$ cat config.mk
export PLATFORM = sky130hd
export DESIGN_NAME = json_unicode_escape_decoder_core
export DESIGN_NICKNAME = d
export VERILOG_FILES = /design/src/hdl/jued_pkg.sv /design/src/hdl/jued_front.sv /design/src/hdl/jued_queue.sv /design/src/hdl/jued_back.sv /design/src/hdl/json_unicode_escape_decoder_core.sv
export SDC_FILE = /design/constraint.sdc
export NUM_CORES = 1
export LEC_CHECK = 0
export BUFFER_PORTS_ARGS = -buffer_cell sky130_fd_sc_hd__buf_2
export CORE_AREA = 2 2 219 221
export CTS_BUF_LIST = sky130_fd_sc_hd__clkbuf_8
export CTS_CLUSTER_DIAMETER = 100
export DETAILED_ROUTE_END_ITERATION = 8
export DIE_AREA = 0 0 221 223
export PLACE_DENSITY = 0.5
export RECOVER_POWER = 25
export SYNTH_ARGS = -nofsm -noshare
export SYNTH_HDL_FRONTEND = slang
export SYNTH_SLANG_ARGS = --single-unit
$ cat constraint.sdc
create_clock -name aclk -period 8.04 [get_ports aclk]
set_clock_uncertainty 0.2 [all_clocks]
set_input_delay 0.804 -clock aclk [delete_from_list [all_inputs] [get_ports aclk]]
set_output_delay 0.804 -clock aclk [all_outputs]
set_load 0.005 [all_outputs]
$ cat src/hdl/jued_pkg.sv
// jued_pkg: shared types, character codes and helpers for the json unicode escape decoder
// no dependencies; imported by every module of the decoder
package jued_pkg;

    // one input request and one output request
    typedef struct packed {
        logic [7:0] in_char;
        logic       end_of_string;
    } in_item_t;

    typedef struct packed {
        logic [7:0] out_byte;
        logic       run_last;
        logic       stream_last;
    } out_item_t;

    // most bytes a single input character can release
    localparam int RUN_MAX   = 6;
    localparam int RUN_CNT_W = 3;
    localparam int RUN_IDX_W = 3;

    // run of output bytes caused by one input character
    typedef struct packed {
        logic [RUN_MAX-1:0][7:0] bytes;
        logic [RUN_CNT_W-1:0]    count;
        logic                    eos;
    } run_t;

    localparam logic [7:0] CHAR_BSLASH = 8'h5C;
    localparam logic [7:0] CHAR_U      = 8'h75;

    // utf-8 boundaries and lead/continuation marks
    localparam logic [15:0] UTF8_ONE_LIMIT = 16'h0080;
    localparam logic [15:0] UTF8_TWO_LIMIT = 16'h0800;
    localparam logic [7:0]  UTF8_LEAD2     = 8'hC0;
    localparam logic [7:0]  UTF8_LEAD3     = 8'hE0;
    localparam logic [7:0]  UTF8_CONT      = 8'h80;
    localparam logic [5:0]  UTF8_CONT_MASK = 6'h3F;

    function automatic logic hex_ok(input logic [7:0] c);
        logic ok;
        ok = ((c >= 8'h30) && (c <= 8'h39)) ||
             ((c >= 8'h61) && (c <= 8'h66)) ||
             ((c >= 8'h41) && (c <= 8'h46));
        return ok;
    endfunction

    function automatic logic [3:0] hex_val(input logic [7:0] c);
        logic [7:0] d;
        if ((c >= 8'h61) && (c <= 8'h66)) begin
            d = c - 8'h57;
        end else if ((c >= 8'h41) && (c <= 8'h46)) begin
            d = c - 8'h37;
        end else begin
            d = c - 8'h30;
        end
        return d[3:0];
    endfunction

endpackage

$ cat src/hdl/jued_front.sv
// jued_front: escape tracker that turns each input character into a run of output bytes
// depends on jued_pkg
module jued_front
    import jued_pkg::*;
(
    input  logic     aclk,
    input  logic     aresetn,
    input  logic     in_take,
    input  in_item_t in_item,
    output logic     run_valid,
    output run_t     run_out
);

    localparam logic [2:0] PH_IDLE   = 3'd0;
    localparam logic [2:0] PH_BSLASH = 3'd1;
    localparam logic [2:0] PH_U      = 3'd2;
    localparam logic [2:0] PH_D1     = 3'd3;
    localparam logic [2:0] PH_D2     = 3'd4;
    localparam logic [2:0] PH_D3     = 3'd5;

    logic [2:0]       phase_reg, phase_next;
    logic [11:0]      acc_reg, acc_next;
    logic [2:0][7:0]  digit_reg;

    logic [7:0]       c;
    logic             eos;
    logic             is_hex;
    logic [3:0]       v;
    logic             cont, complete, start, store_digit;
    logic [2:0]       held_len;
    logic [4:0][7:0]  held;
    logic [15:0]      cp;

    assign c      = in_item.in_char;
    assign eos    = in_item.end_of_string;
    assign is_hex = hex_ok(c);
    assign v      = hex_val(c);
    assign cp     = {acc_reg, v};

    assign held = {digit_reg[2], digit_reg[1], digit_reg[0], CHAR_U, CHAR_BSLASH};

    always_comb begin
        cont = 1'b0;
        case (phase_reg)
            PH_BSLASH:         cont = (c == CHAR_U);
            PH_U, PH_D1, PH_D2: cont = is_hex;
            default:           cont = 1'b0;
        endcase
    end

    assign complete    = (phase_reg == PH_D3) && is_hex;
    assign start       = (c == CHAR_BSLASH) && !eos;
    assign held_len    = ((phase_reg >= PH_BSLASH) && (phase_reg <= PH_D3)) ? phase_reg : PH_IDLE;
    assign store_digit = cont && !eos && (phase_reg != PH_BSLASH);

    always_comb begin
        run_out       = '0;
        run_out.eos   = eos;
        phase_next    = PH_IDLE;
        acc_next      = acc_reg;
        if (complete) begin
            acc_next = '0;
            if (cp < UTF8_ONE_LIMIT) begin
                run_out.bytes[0] = cp[7:0];
                run_out.count    = 3'd1;
            end else if (cp < UTF8_TWO_LIMIT) begin
                run_out.bytes[0] = UTF8_LEAD2 | {3'b000, cp[10:6]};
                run_out.bytes[1] = UTF8_CONT | {2'b00, cp[5:0] & UTF8_CONT_MASK};
                run_out.count    = 3'd2;
            end else begin
                run_out.bytes[0] = UTF8_LEAD3 | {4'b0000, cp[15:12]};
                run_out.bytes[1] = UTF8_CONT | {2'b00, cp[11:6] & UTF8_CONT_MASK};
                run_out.bytes[2] = UTF8_CONT | {2'b00, cp[5:0] & UTF8_CONT_MASK};
                run_out.count    = 3'd3;
            end
        end else if (cont && !eos) begin
            // escape grows by one character, nothing released yet
            phase_next = phase_reg + 3'd1;
            acc_next   = (phase_reg == PH_BSLASH) ? 12'd0 : {acc_reg[7:0], v};
        end else begin
            // release whatever is held, then the character itself unless it opens an escape
            for (int i = 0; i < RUN_MAX - 1; i++) begin
                run_out.bytes[i] = (3'(i) < held_len) ? held[i] : c;
            end
            run_out.bytes[RUN_MAX-1] = c;
            run_out.count = held_len + {2'b00, !start};
            phase_next    = start ? PH_BSLASH : PH_IDLE;
            if (eos) begin
                acc_next = '0;
            end
        end
    end

    assign run_valid = in_take && (run_out.count != '0);

    always_ff @(posedge aclk) begin
        if (!aresetn) begin
            phase_reg <= PH_IDLE;
            acc_reg   <= '0;
        end else if (in_take) begin
            phase_reg <= phase_next;
            acc_reg   <= acc_next;
        end
    end

    // raw digits kept for a possible broken escape
    always_ff @(posedge aclk) begin
        if (in_take && store_digit) begin
            for (int k = 0; k < 3; k++) begin
                if (phase_reg == PH_U + 3'(k)) begin
                    digit_reg[k] <= c;
                end
            end
        end
    end

endmodule

$ cat src/hdl/jued_queue.sv
// jued_queue: short fifo of byte runs between the front and back of the decoder
// depends on jued_pkg
module jued_queue
    import jued_pkg::*;
#(
    parameter int DEPTH = 4
) (
    input  logic aclk,
    input  logic aresetn,
    input  logic push,
    input  run_t push_run,
    output logic full,
    input  logic pop,
    output logic head_valid,
    output run_t head_run
);

    localparam int IDX_W = (DEPTH > 1) ? $clog2(DEPTH) : 1;
    localparam int CNT_W = $clog2(DEPTH + 1);

    run_t             mem [DEPTH];
    logic [IDX_W-1:0] wr_ptr_reg, rd_ptr_reg;
    logic [CNT_W-1:0] count_reg, count_next;

    function automatic logic [IDX_W-1:0] bump(input logic [IDX_W-1:0] p);
        logic [IDX_W-1:0] n;
        n = (p == IDX_W'(DEPTH - 1)) ? '0 : p + 1'b1;
        return n;
    endfunction

    assign full       = (count_reg == CNT_W'(DEPTH));
    assign head_valid = (count_reg != '0);
    assign head_run   = mem[rd_ptr_reg];

    always_comb begin
        count_next = count_reg;
        if (push && !pop) begin
            count_next = count_reg + 1'b1;
        end else if (pop && !push) begin
            count_next = count_reg - 1'b1;
        end
    end

    always_ff @(posedge aclk) begin
        if (!aresetn) begin
            wr_ptr_reg <= '0;
            rd_ptr_reg <= '0;
            count_reg  <= '0;
        end else begin
            count_reg <= count_next;
            if (push) begin
                wr_ptr_reg <= bump(wr_ptr_reg);
            end
            if (pop) begin
                rd_ptr_reg <= bump(rd_ptr_reg);
            end
        end
    end

    always_ff @(posedge aclk) begin
        if (push) begin
            mem[wr_ptr_reg] <= push_run;
        end
    end

endmodule

$ cat src/hdl/jued_back.sv
// jued_back: serializes queued byte runs into single output requests
// depends on jued_pkg
module jued_back
    import jued_pkg::*;
(
    input  logic      aclk,
    input  logic      aresetn,
    input  logic      head_valid,
    input  run_t      head_run,
    output logic      pop,
    output logic      m_valid,
    input  logic      m_ready,
    output out_item_t m_item
);

    logic [RUN_IDX_W-1:0] idx_reg, idx_next;
    logic                 m_valid_reg;
    out_item_t            m_item_reg, m_item_next;
    logic                 load, last;

    assign load = head_valid && (!m_valid_reg || m_ready);
    assign last = (idx_reg == head_run.count - 1'b1);
    assign pop  = load && last;

    assign idx_next = last ? '0 : idx_reg + 1'b1;

    always_comb begin
        m_item_next.out_byte    = head_run.bytes[idx_reg];
        m_item_next.run_last    = last;
        m_item_next.stream_last = last && head_run.eos;
    end

    always_ff @(posedge aclk) begin
        if (!aresetn) begin
            idx_reg     <= '0;
            m_valid_reg <= 1'b0;
        end else begin
            if (load) begin
                idx_reg     <= idx_next;
                m_valid_reg <= 1'b1;
            end else if (m_ready) begin
                m_valid_reg <= 1'b0;
            end
        end
    end

    always_ff @(posedge aclk) begin
        if (load) begin
            m_item_reg <= m_item_next;
        end
    end

    assign m_valid = m_valid_reg;
    assign m_item  = m_item_reg;

endmodule

$ cat src/hdl/json_unicode_escape_decoder_core.sv
// json_unicode_escape_decoder_core: top level of the \uXXXX escape to utf-8 decoder
// depends on jued_pkg, jued_front, jued_queue, jued_back
//
// usage
//   s_ channel: one request per text character (in_char, end_of_string)
//   m_ channel: one request per output byte (out_byte, run_last, stream_last)
//   plain characters pass through; a backslash, 'u' and four hex digits become
//   the 1 to 3 byte utf-8 form of the code point; a broken or cut-short escape
//   comes out raw, and one character can release up to six bytes
//   run_last marks the last byte an input character caused, stream_last the
//   last byte of a string; characters that only extend an escape release nothing
// timing
//   a taken character's run enters the queue, then its bytes the output register
//   input: one character per cycle while the run queue has room
//   output: one byte per cycle while m_ready is high; the input rate is bounded
//   by the byte rate over time; the QUEUE_DEPTH entry queue absorbs multi-byte runs
// reset
//   synchronous active-low aresetn empties the queue, drops m_valid and returns
//   the escape tracker to plain copying
// stalls
//   with m_ready low the byte on m_ holds; runs pile up in the queue and s_ready
//   falls only once all QUEUE_DEPTH entries are taken
module json_unicode_escape_decoder_core
    import jued_pkg::*;
#(
    parameter int QUEUE_DEPTH = 4
) (
    input  logic      aclk,
    input  logic      aresetn,
    input  logic      s_valid,
    output logic      s_ready,
    input  in_item_t  s_item,
    output logic      m_valid,
    input  logic      m_ready,
    output out_item_t m_item
);

    logic in_take;
    logic run_valid;
    run_t run_front;
    logic q_full;
    logic q_pop;
    logic q_head_valid;
    run_t q_head;

    // accept whenever the queue has a free entry
    assign s_ready = !q_full;
    assign in_take = s_valid && s_ready;

    // front: escape tracking and byte run building
    jued_front u_front (
        .aclk      (aclk),
        .aresetn   (aresetn),
        .in_take   (in_take),
        .in_item   (s_item),
        .run_valid (run_valid),
        .run_out   (run_front)
    );

    // queue: decouples character intake from byte output
    jued_queue #(
        .DEPTH (QUEUE_DEPTH)
    ) u_queue (
        .aclk       (aclk),
        .aresetn    (aresetn),
        .push       (run_valid),
        .push_run   (run_front),
        .full       (q_full),
        .pop        (q_pop),
        .head_valid (q_head_valid),
        .head_run   (q_head)
    );

    // back: one byte per cycle into the output register unless the output is stalled
    jued_back u_back (
        .aclk       (aclk),
        .aresetn    (aresetn),
        .head_valid (q_head_valid),
        .head_run   (q_head),
        .pop        (q_pop),
        .m_valid    (m_valid),
        .m_ready    (m_ready),
        .m_item     (m_item)
    );

endmodule

Yosys cells after proc, flatten, opt, wreduce, memory -nomap -nowiden
Memory sizes are Yosys's and may differ from the RTL's. A register that Yosys moved wholly into a read port is not among the register bits.
Index checks and enable logic that the tools add are counted.
Word-level totals
  register bits after elaboration: 60
  latch bits: 0
  memory bits (writable): 208
  memory bits (read-only): 0
  bits of input ports: 13
  output and inout port bits: 12
  memories kept: 1
Memory list
  u_queue.mem: depth 4, bits a word 52, rd ports 1, clocked after Yosys merged registers in 1, write ports 1, RTL line jued_queue.sv:21  | run_t mem [DEPTH];
Operators by class
  add/sub/neg operators: 11
  multiply operators: 0
  divide/modulo/power cells: 0
  magnitude comparators: 16
  eq/ne operators: 12
  shift-type cells: 0
  multiplexer cells: 36
  bitwise operators: 0
  reductions and logical operators: 35
Operators with widths (number)
  $mux W8: 7
  $mux W51: 1
  $mux W12: 4
  $mux W27: 1
  $bmux W8 S3: 1
  $mux W24: 1
  $mux W3: 6
  $mux W17: 1
  $eq A8 B7 Y1 const B: 2
  $ge A8 B7 Y1 const B: 2
  $le A8 B7 Y1 const B: 2
  $logic_and A1 B1 Y1: 16
  $lt A16 B12 Y1 const B: 1
  $lt A16 B8 Y1 const B: 1
  $mux W16: 1
  $mux W11: 1
  $add A3 B1 Y3 const B: 3
  $eq A3 B3 Y1 const B: 3
  $reduce_bool A3 Y1: 3
  $ge A8 B6 Y1 const B: 1
  $le A8 B6 Y1 const B: 1
  $mux W2: 4
  $mux W4: 2
  $reduce_and A2 Y1: 4
  other kinds (22): 41

Depth between registers and ports, before layout
Gate-level depths: netlist of the first run.
  depth after elaboration: 14
  gate-level depth with buffers: 17
  gate-level depth less buffers: 16

By module
A second synthesis of the first run with hierarchy kept.
Second synthesis, totals
  cell total of the unflattened synthesis: 699
  area total of the unflattened synthesis: 11725.0 um^2
By module, submodules not included
  jued_queue: instances 1, cells an instance 316, area an instance 8023.9 um^2
  jued_front: instances 1, cells an instance 304, area an instance 2750.1 um^2
  jued_back: instances 1, cells an instance 77, area an instance 940.9 um^2
  json_unicode_escape_decoder_core: instances 1, cells an instance 2, area an instance 10.0 um^2

Worst setup path before layout of the first run
Ideal clock, no wire load.
  path kind: in2reg
  from: in s_item[1] (netlist bit)
  to: mem u_queue.mem[3][0] (netlist bit) (enable)
  library setup time: 0.415 ns
  data arrival time: 4.014 ns
  data required time: 7.425 ns
  path slack: 3.411 ns
  stages on the path: 12
  buffers on the path: 1
  cells stage by stage: clkbuf_1 inv_1 ha_1 nand2_1 or4_1 ha_1 ha_1 xnor2_1 nand2_1 nand4_1 a31oi_2 and2_1
Between the ends
  longest elaborated chain between the ends: 12
  elaborated cells on any way between the ends: 34
  those cells by class: add/sub: 4; order compare: 8; eq/ne: 2; mux: 9; reduce/logical: 11
Ends and longest elaborated chain
  start: declaration: RTL line json_unicode_escape_decoder_core.sv:32  | input in_item_t s_item,
  $ge A8 B7 Y1 (tied with other cells): RTL line jued_pkg.sv:44, jued_pkg.sv:52
  $logic_and A1 B1 Y1, on equally long branches
  $mux W4 or $logic_or A1 B1 Y1 (tied branches): RTL line jued_pkg.sv:52, jued_pkg.sv:42
  $mux W4 or $logic_or A1 B1 Y1 (tied branches): RTL line jued_pkg.sv:50, jued_pkg.sv:43
  $lt A16 B12 Y1 or $pmux W1 S2 (tied branches): RTL line jued_front.sv:66, jued_front.sv:44
  $mux W17 or $logic_and A1 B1 Y1 (tied branches): RTL line jued_front.sv:66, jued_front.sv:76
  $mux W11 or $mux W51 (tied branches): RTL line jued_front.sv:63, jued_front.sv:76
  $mux W27 *: RTL line jued_front.sv:61  | if (complete) begin
  $reduce_bool A3 Y1 *: RTL line jued_front.sv:94  | assign run_valid = in_take && (run_out.count != '0);
  $logic_and A1 B1 Y1 *: RTL line jued_front.sv:94
  via run_valid: RTL line json_unicode_escape_decoder_core.sv:39  | logic run_valid;
  $mux W1 *: RTL line jued_queue.sv:61  | if (push) begin
  $mux W1 (implied by the code) *: RTL line jued_queue.sv:62  | mem[wr_ptr_reg] <= push_run;
  end: declaration: RTL line jued_queue.sv:21
Mark *: on every way through the listed nets, which the timed path passes. The rest lies on a longest branch.

==> results of run 1 <==
-- power groups by stage --
| stage | clock [mW] | sequential (mW) | combinational, mW |
|---|---|---|---|
| floorplan | 0 | 1.79 | 0.561 |
| global placement | 0 | 1.82 | 0.788 |
| detailed placement | 0 | 1.82 | 0.791 |
| CTS | 1.19 | 1.79 | 0.793 |
| global route | 1.24 | 1.81 | 0.833 |
| finish | 1.15 | 1.79 | 0.761 |
-- final timing paths --
path	endpoint	slack [ps]	from	cells past startpoint
setup / recovery	u_queue.count_reg[2]	2630	flip-flop	10
hold / removal	u_back.m_valid	270	u_back.m_valid	2
setup reg to reg	u_queue.count_reg[2]	2630	flip-flop	10
hold reg to reg	u_back.m_valid	270	u_back.m_valid	2
-- cell type report --
| type | count | area, um^2 | area share |
|---|---|---|---|
| antenna | 1 | 2.50 | 0.000189 |
| clock buffer | 48 | 661 | 0.0500 |
| clock inverter | 31 | 179 | 0.0135 |
| inverter | 34 | 128 | 0.00966 |
| multi-input combinational | 353 | 3460 | 0.262 |
| sequential | 270 | 7830 | 0.593 |
| tap | 615 | 769 | 0.0582 |
| timing repair buffer | 36 | 184 | 0.0139 |
-- kinds of logic (layout without fill, tap and decap cells) --
kind of cell,count (synthesis),in the layout,share of synthesized area
DFF,270,270,0.671
AOI/OAI and AO/OA,84,84,0.0521
muxes,98,98,0.149
xor gates and xnor gates,12,12,0.00902
and+or+nand+nor,133,133,0.0609
other,0,1,0
buffers and inverters,75,149,0.0294
adders and majority gates,26,26,0.0286
-- per-stage QoR --
stage / cell area (um^2) / hold slack, ps / util / setup slack [ps]
6_report: 13200 / 266 / 0.280 / 2630
5_1_grt: 13200 / 301 / 0.280 / 2140
4_1_cts: 13300 / 283 / 0.282 / 3470
3_5_place_dp: 12400 / 275 / 0.264 / 3070
3_3_place_gp: 12400 / 269 / 0.264 / 3110
2_1_floorplan: 11700 / 259 / - / 3410
-- critical path: stages (launching register included) --
cell and delay, ps:
dfxtp_1 540, clkbuf_1 2160, mux4_2 640, xnor2_1 100
nand4_1 310, ha_1 260, inv_1 70, fa_1 420
xor2_1 170, or3_1 300, a21oi_1 130
-- metal layers --
metal / part of all wire / routed length, um
met1: 0.44 / 12100
met2: 0.48 / 13200
met3: 0.045 / 1230
met4: 0.029 / 803
met5: 0.0012 / 34
-- layout by cell type (no fill, tap or decap), drive strengths merged, types with 3 or more instances in the layout --
| cell | n |
|---|---|
| edfxtp | 242 |
| clkbuf | 66 |
| mux4 | 60 |
| nor2 | 55 |
| inv | 51 |
| mux2i | 37 |
| nand2 | 29 |
| dfxtp | 28 |
| ha | 25 |
| o22ai | 23 |
| buf | 18 |
| a21oi | 14 |
| o21ai | 13 |
| clkinv | 12 |
| o32ai | 11 |
| and2 | 10 |
| xor2 | 7 |
| nand4 | 6 |
| nand3 | 5 |
| xnor2 | 5 |
| nor3 | 5 |
| or2 | 4 |
| a211o | 3 |
| or3 | 3 |
| nor4b | 3 |
==> results.cfg, run 1 <==
[yosys]
yosysWarnings = 0
synth_cell_types = 70
synth.area.top_cells = edfxtp_1, mux4_2, dfxtp_1
synthTopCellsByCount = edfxtp_1, mux4_2, nor2_1
synth_top_cell_by_area = edfxtp_1
synth-async-reset-ratio = 0
synth-seq-cells = 270
yosysMostFrequentCell = edfxtp_1
synth-main-ff-cell = edfxtp_1
synth_cells = 698
syn_area_um2 = 11700
syn_nets = 737
yosysSeqAreaShare = 0.671
synth.avg_cell_area_um2 = 16.7
synth_edf_count = 242
synth_top_area_frac = 0.623

[finish]
largest_register_ffs = 208
fill_cells = 4724
layout-drive-gt1-share = 0.202
syn_to_final_growth_pct = 13.4
stdcell_count = 1388
fin_nets = 779

[timing]
finalSetupViolCount = 0
post-route-period-util = 0.672
tns_ps = 0
hold_viol = 0
maxSlewViolCount = 62
maxSlewHeadroom = -1.01
tightest_slew_ps = 3020
final.min_clock_period_ps = 5410
rsz0062_at_grt = false
max_freq_mhz = 185

[job]
max-cap-violations = 2

[outcome]
violations = capacitance limit, slew limit
outcome = finished with violations

[global_routing]
overflow = 0
met2_usage = 0.182
grt_max_degree = 53
grt_util_all_layers = 0.111
grt_pass1_vias = 6461
grt_pass1_wl_um = 41600
use_met1 = 0.143
met3_usage = 0.0248
grt.busiest_layer = met2
antenna_found_initial = 4

[hold_path]
hold_path_class = flip-flop to flip-flop

[clock_network]
clock_latency_ps = 560
cts-resized-gates = 0
cts_hold_buf = 0
root_buffer = clkbuf_8
cts_buffers = 45
clkSlewWorstSetupHoldPaths_ps = 60
cts_tree = done
htreeDepth = 2
cts.sinks = 270
clk_path_buf_depth = 3
postCtsSetupBuffers = 0

[worst_setup_path]
arrival_ps = 5680
cp-end-kind = flip-flop
required_ps = 8310
path_class = flip-flop to flip-flop
start_kind = flip-flop
crit_fanout = 46

[pwr]
peakVddDrop_mv = 0.112
p_seq_frac = 0.484
p_int_mw = 2.69
leakagePower_nw = 4.32
power.total_mw = 3.69
clock_power_share = 0.310
pwr-share-comb = 0.206
p_per_area_nw_per_um2 = 280
switching_share = 0.272
p_sw_mw = 1.00

[route]
wl_per_cell_um = 19.8
viasPerCell = 4.47
dr.pass1.iters = 5
routed_wl_um = 27400
drt_iter0_markers = 352
route.vias.total = 6211
drc_errors = 0
ant_nets = 0

[placement]
place.gp.congestion = 0.812
numPortBuffers = 24
placed_cells = 1308
hpwl_um = 17500

[floorplanning]
dieArea_um2 = 49300
row_count = 80
die_w_um = 221
core_um2 = 47100
io_pins = 25
die_h_um = 223
start_util = 0.247
Note: power is estimated with default switching activity, not from simulation.
==> run 2: changes to the inputs <==
--- a/config.mk
+++ b/config.mk
@@ -5,12 +5,13 @@
 export SDC_FILE = /design/constraint.sdc
 export NUM_CORES = 1
 export LEC_CHECK = 0
+export ABC_AREA = 1
 export BUFFER_PORTS_ARGS = -buffer_cell sky130_fd_sc_hd__buf_2
-export CORE_AREA = 2 2 219 221
+export CORE_AREA = 2 2 221 223
 export CTS_BUF_LIST = sky130_fd_sc_hd__clkbuf_8
 export CTS_CLUSTER_DIAMETER = 100
 export DETAILED_ROUTE_END_ITERATION = 8
-export DIE_AREA = 0 0 221 223
+export DIE_AREA = 0 0 223 225
 export PLACE_DENSITY = 0.5
 export RECOVER_POWER = 25
 export SYNTH_ARGS = -nofsm -noshare
==> constraint.sdc (replaced) <==
create_clock -name aclk -period 5.55 [get_ports aclk]
set_clock_uncertainty 0.2 [all_clocks]
set_input_delay 0.555 -clock aclk [delete_from_list [all_inputs] [get_ports aclk]]
set_output_delay 0.555 -clock aclk [all_outputs]
set_load 0.005 [all_outputs]
==> run 2 against run 1 <==
  * The flow now finishes without violations
  * Routed wire length grew 18%
  * Cell area grew 1.9%
  * Sequential power grew 48%
  * Largest cell class unchanged
  * Highest routed layer is now met4
==> results.cfg, run 2 <==
[yosys]
synth_compound_area_frac = 0.142
yosysWarnings = 0
synth_xor_area_frac = 0.00590
synth_cell_types = 46
synth_fa_ha_area_frac = 0.0280
synth_top_cell_by_area = edfxtp_1
synth_top_area_frac = 0.612
syn_area_um2 = 11900
synthSimpleGateAreaFrac = 0.123
muxShareOfSynthArea = 0
synth.area.top_cells = edfxtp_1, o21ai_0, nor2_1
synthTopCellsByCount = edfxtp_1, nor2_1, o21ai_0
synth-async-reset-ratio = 0
synth-main-ff-cell = edfxtp_1
synth_top_family_by_area = compound AO/OA/AOI/OAI gates
yosysMostFrequentCell = edfxtp_1
syn_nets = 1053
synth_edf_count = 242
yosysSeqAreaShare = 0.659
synth_cells = 1014
synth-seq-cells = 270
synth.avg_cell_area_um2 = 11.7

[clock_network]
cts.sinks = 270
cts-resized-gates = 0
cts_hold_buf = 0
clkSlewWorstSetupHoldPaths_ps = 60
cts_tree = done
clk_path_buf_depth = 3
root_buffer = clkbuf_8
postCtsSetupBuffers = 0
clock_latency_ps = 560
htreeDepth = 2
cts_buffers = 47

[floorplanning]
core_um2 = 47500
io_pins = 25
die_w_um = 223
dieArea_um2 = 50200
start_util = 0.250
die_h_um = 225
row_count = 80

[global_routing]
grt_pass1_wl_um = 48900
antenna_found_initial = 4
grt_pass1_vias = 7823
grt_max_degree = 66
overflow = 0
grt_util_all_layers = 0.128

[route]
routed_wl_um = 32400
dr.pass1.iters = 5
route.vias.total = 8113
wl_met1_um = 15200
ant_nets = 0
top_layer_used = met4
viasPerCell = 4.77
wl_per_cell_um = 19.1
wl_met2_um = 14500
drc_errors = 0
drt_iter0_markers = 875
route.met3.wl_um = 1960

[finish]
stdcell_count = 1700
final_cell_mix = edfxtp_1, nor2_1, o21ai_0
final_common_cell = edfxtp_1
fin_nets = 1086
syn_to_final_growth_pct = 13.3
largest_register_ffs = 208
layout-drive-gt1-share = 0.131
fill_cells = 4918

[timing]
rsz0062_at_grt = false
final.min_clock_period_ps = 4190
tightest_slew_ps = 1250
post-route-period-util = 0.754
maxSlewHeadroom = 0.165
maxSlewViolCount = 0
finalSetupViolCount = 0
tns_ps = 0
hold_viol = 0
max_freq_mhz = 239

[pwr]
clock_power_share = 0.282
leakagePower_nw = 4.61
pwr-share-comb = 0.269
peakVddDrop_mv = 0.230
p_sw_mw = 2.09
p_seq_frac = 0.449
switching_share = 0.354
p_per_area_nw_per_um2 = 438
p_int_mw = 3.81

[outcome]
outcome = complete, no violations

[worst_setup_path]
required_ps = 5790
start_kind = input port
arrival_ps = 4430
crit_fanout = 30
path_class = input port to flip-flop
cp-end-kind = flip-flop

[placement]
numPortBuffers = 24
placed_cells = 1613
hpwl_um = 20800
place.gp.congestion = 0.833

[hold_path]
hold_path_class = input port to flip-flop

[job]
max-cap-violations = 0
run 2: logic make-up (layout without fill, tap and decap cells):
kind of cell / count (synthesis) / after routing
buf+inv: 119 / 189
flops: 270 / 270
fa+ha+maj: 26 / 26
compound gates: 265 / 265
other cells: 0 / 1
simple gates: 326 / 326
xor+xnor: 8 / 8
run 2: worst paths after layout:
| check | start | endpoint | cells past startpoint | slack, ps |
|---|---|---|---|---|
| worst max-delay path | s_item[1] | u_queue.count_reg[1] | 18 | 1360 |
| worst min-delay path | s_item[2] | u_front.digit_reg[9] | 1 | 120 |
| worst max register to register | u_front.phase_reg[1] | u_queue.count_reg[1] | 16 | 1590 |
| worst min register to register | u_front.acc_reg[11] | u_front.acc_reg[11] | 2 | 280 |
run 2: layer usage:
| layer | up-vias | global-route usage |
|---|---|---|
| li1 | 3740 | - |
| met1 | 4024 | 0.183 |
| met2 | 289 | 0.199 |
| met3 | 60 | 0.0209 |
| met4 | 0 | 0.0426 |
| met5 | - | 0 |
run 2: cell type report:
cell class,instances,area (um^2),area share
antenna,1,2.50,0.000186
clock buffer,49,674,0.0501
clock inverter,37,175,0.0130
inverter,64,246,0.0183
multi-input combinational,625,3550,0.264
sequential,270,7830,0.582
tap,615,769,0.0572
timing repair buffer,39,208,0.0154
run 2: worst max-delay path: stages:
cell and delay (ps):
clkbuf_1 290, inv_1 220, ha_1 270, nand3_2 80, nand3_1 200, a21oi_4 460, inv_1 390, nand2_4 430
nor2_1 160, nor2_1 140, nand2_2 80, nand2_4 160, inv_1 70, ha_1 190, inv_1 110, fa_1 390
o21ai_0 160, a21oi_1 60
run 2: per-stage QoR:
step	power (mW)	cell area [um^2]	hold WS (ps)	worst slack, ps	utilization
finish	5.90	13500	123	1360	0.283
global route	6.24	13500	140	937	0.283
CTS	5.98	13500	11.1	1680	0.284
detailed placement	4.31	12700	279	1310	0.267
global placement	4.29	12700	277	1370	0.267
floorplan	3.67	11900	257	725	-
run 2: power groups by stage:
stage | Clock, mW | Combinational (mW) | Sequential [mW]
finish | 1.66 | 1.58 | 2.65
global route | 1.79 | 1.78 | 2.68
CTS | 1.71 | 1.62 | 2.65
detailed placement | 0 | 1.61 | 2.69
global placement | 0 | 1.61 | 2.69
floorplan | 0 | 1.06 | 2.61
==> run 3: changes to the inputs <==
--- a/config.mk
+++ b/config.mk
@@ -12,7 +12,7 @@
 export CTS_CLUSTER_DIAMETER = 100
 export DETAILED_ROUTE_END_ITERATION = 8
 export DIE_AREA = 0 0 223 225
-export PLACE_DENSITY = 0.5
+export PLACE_DENSITY = 0.51
 export RECOVER_POWER = 25
 export SYNTH_ARGS = -nofsm -noshare
 export SYNTH_HDL_FRONTEND = slang
==> constraint.sdc (replaced) <==
create_clock -name aclk -period 3.6 [get_ports aclk]
set_clock_uncertainty 0.2 [all_clocks]
set_input_delay 0.36 -clock aclk [delete_from_list [all_inputs] [get_ports aclk]]
set_output_delay 0.36 -clock aclk [all_outputs]
set_load 0.005 [all_outputs]
==> run 3 against run 2 <==
  * The flow now finishes with violations (capacitance limit, slew limit)
  * Register-to-register slack lost 1300 ps
  * Via count down 0.28%
  * Worst hold slack improved by 110 ps
  * Sequential share of layout area shrank 1.6 points
  * Routed wire length decreased by 1.5%
  * Non-clock buffer count increased by 43
  * Critical path type unchanged
  * Largest power group unchanged
==> results.cfg, run 3 (synthesis results as in run 2) <==
[outcome]
outcome = finished with violations
violations = capacitance limit, slew limit

[worst_setup_path]
rr_startpoint = u_front.phase_reg[1]
arrival_ps = 3540
startpoint = s_item[3]
path_depth = 14
path_cells = dlygate4sd3_1, clkbuf_1, clkbuf_1, nand3_1, nand3_4, nand2_1, nand2_2, nand2_2, nand2_4, nand2_1, buf_4, nor2_1, inv_2, o22ai_1
start_kind = input port
cp.buffers_inverters = 5
cp-end-kind = flip-flop
crit_slowest_cell = dlygate4sd3_1
required_ps = 3680
path_class = input port to flip-flop
max_stage_delay_ps = 530
crit_family = buffers and inverters
crit_fanout = 29
r2r_cells = 24
timing.rr.end = u_queue.count_reg[2]
rrSetupSlack_ps = 280

[finish]
final_common_cell = edfxtp_1
fin_nets = 1130
fill_cells = 4878
largest_register_ffs = 208
stdcell_count = 1744
insertedDiodeCount = 0
final_cell_mix = edfxtp_1, nor2_1, o21ai_0
layout-drive-gt1-share = 0.151
syn_to_final_growth_pct = 16.5

[floorplanning]
io_pins = 25
row_count = 80
dieArea_um2 = 50200
die_w_um = 223
core_um2 = 47500
die_h_um = 225
start_util = 0.250

[global_routing]
overflow = 0
grt_pass1_wl_um = 48500
grt_pass1_vias = 7787
grt_max_degree = 85
antenna_found_initial = 0
grt_util_all_layers = 0.126

[route]
drc_errors = 0
route.vias.total = 8090
wl_per_cell_um = 18.3
dr.pass1.iters = 7
top_layer_used = met4
routed_wl_um = 31900
viasPerCell = 4.64
drt_iter0_markers = 596
wl_met2_um = 14400
wl_met1_um = 15200
ant_nets = 0
route.met3.wl_um = 1650

[timing]
hold_viol = 0
whs_ps = 230
post-route-period-util = 0.962
tightest_slew_ps = 1610
maxSlewViolCount = 85
setup_slack_ps = 137
finalSetupViolCount = 0
tns_ps = 0
maxSlewHeadroom = -0.0705
rsz0062_at_grt = false
final.min_clock_period_ps = 3460
max_freq_mhz = 289

[hold_path]
hold_path_class = input port to flip-flop
hold_start = s_valid
min_to = u_front.phase_reg[2]
holdPathStages = 4

[pwr]
power.total_mw = 9.11
peakVddDrop_mv = 0.329
leakagePower_nw = 4.79
p_per_area_nw_per_um2 = 658

[clock_network]
postCtsSetupBuffers = 0
clk_path_buf_depth = 3
clkSlewWorstSetupHoldPaths_ps = 60
cts.sinks = 270
htreeDepth = 2
cts_tree = done
clock_latency_ps = 580
root_buffer = clkbuf_8
cts_buffers = 48

[placement]
placed_cells = 1644
hpwl_um = 20100
numPortBuffers = 24
pre_cts_slack_ps = 252
place.gp.congestion = 0.860

[job]
max-cap-violations = 1
[run 3: area by class of cell]
| cell class | count | area [um^2] | share of cell area |
|---|---|---|---|
| clock buffers | 48 | 661 | 0.0477 |
| clock inverters | 40 | 191 | 0.0138 |
| inverters | 64 | 246 | 0.0178 |
| multi-input cells | 625 | 3560 | 0.257 |
| flip-flops and latches | 270 | 7830 | 0.566 |
| well taps | 615 | 769 | 0.0556 |
| repair buffers | 82 | 586 | 0.0423 |
[run 3: worst reg2reg max path, stage by stage, from the launching register on]
cell,delay [ps]
dfxtp_1,330
inv_1,60
ha_1,200
inv_1,120
o21ai_0,90
nand2_1,120
inv_1,60
ha_1,180
ha_1,280
inv_1,40
nor2_1,90
nand2_1,60
nand2_1,90
nor2_1,60
nand2_2,70
nand2_4,70
inv_1,80
ha_1,140
inv_1,70
fa_1,440
nor2_1,120
nor2_1,50
nand2_1,70
o21ai_0,70
a21oi_1,130
[run 3: metrics by stage]
stage | instance area, um^2 | utilization
6_report | 13800 | 0.291
5_1_grt | 13800 | 0.291
4_1_cts | 13900 | 0.293
3_5_place_dp | 12900 | 0.272
3_3_place_gp | 12900 | 0.272
2_1_floorplan | 11900 | -
[run 3: timing repair]
item / 4_1_cts / 5_1_grt
gates resized for setup: 0 / 0
endpoints found under the hold margin: 36 / 0
endpoints found under the setup margin: 0 / 0
hold buffers: 12 / 0
[run 3: how the worst max path moves through the flow]
| stage | to | slack (ps) |
|---|---|---|
| 3_5_place_dp | u_queue.count_reg[2] | 250 |
| 6_report | u_queue.mem[1][9] | 140 |
| 4_1_cts | u_queue.count_reg[2] | 290 |
| 5_1_grt | u_queue.mem[2][9] | 20 |
| 3_3_place_gp | u_queue.count_reg[2] | 210 |
| 2_1_floorplan | u_queue.mem[0][0] | -360 |
[run 3: per-layer routing]
metal | vias to the layer above | GRT usage
li1 | 3832 | -
met1 | 3974 | 0.179
met2 | 237 | 0.198
met3 | 47 | 0.0218
met4 | 0 | 0.0351
met5 | - | 0
[run 3: where the power goes]
part	switching, mW	internal, mW	total, mW	leakage [nW]
logic	1.77	0.736	2.51	1.85
clock network	1.26	1.31	2.58	0.501
registers	0.161	3.86	4.02	2.44
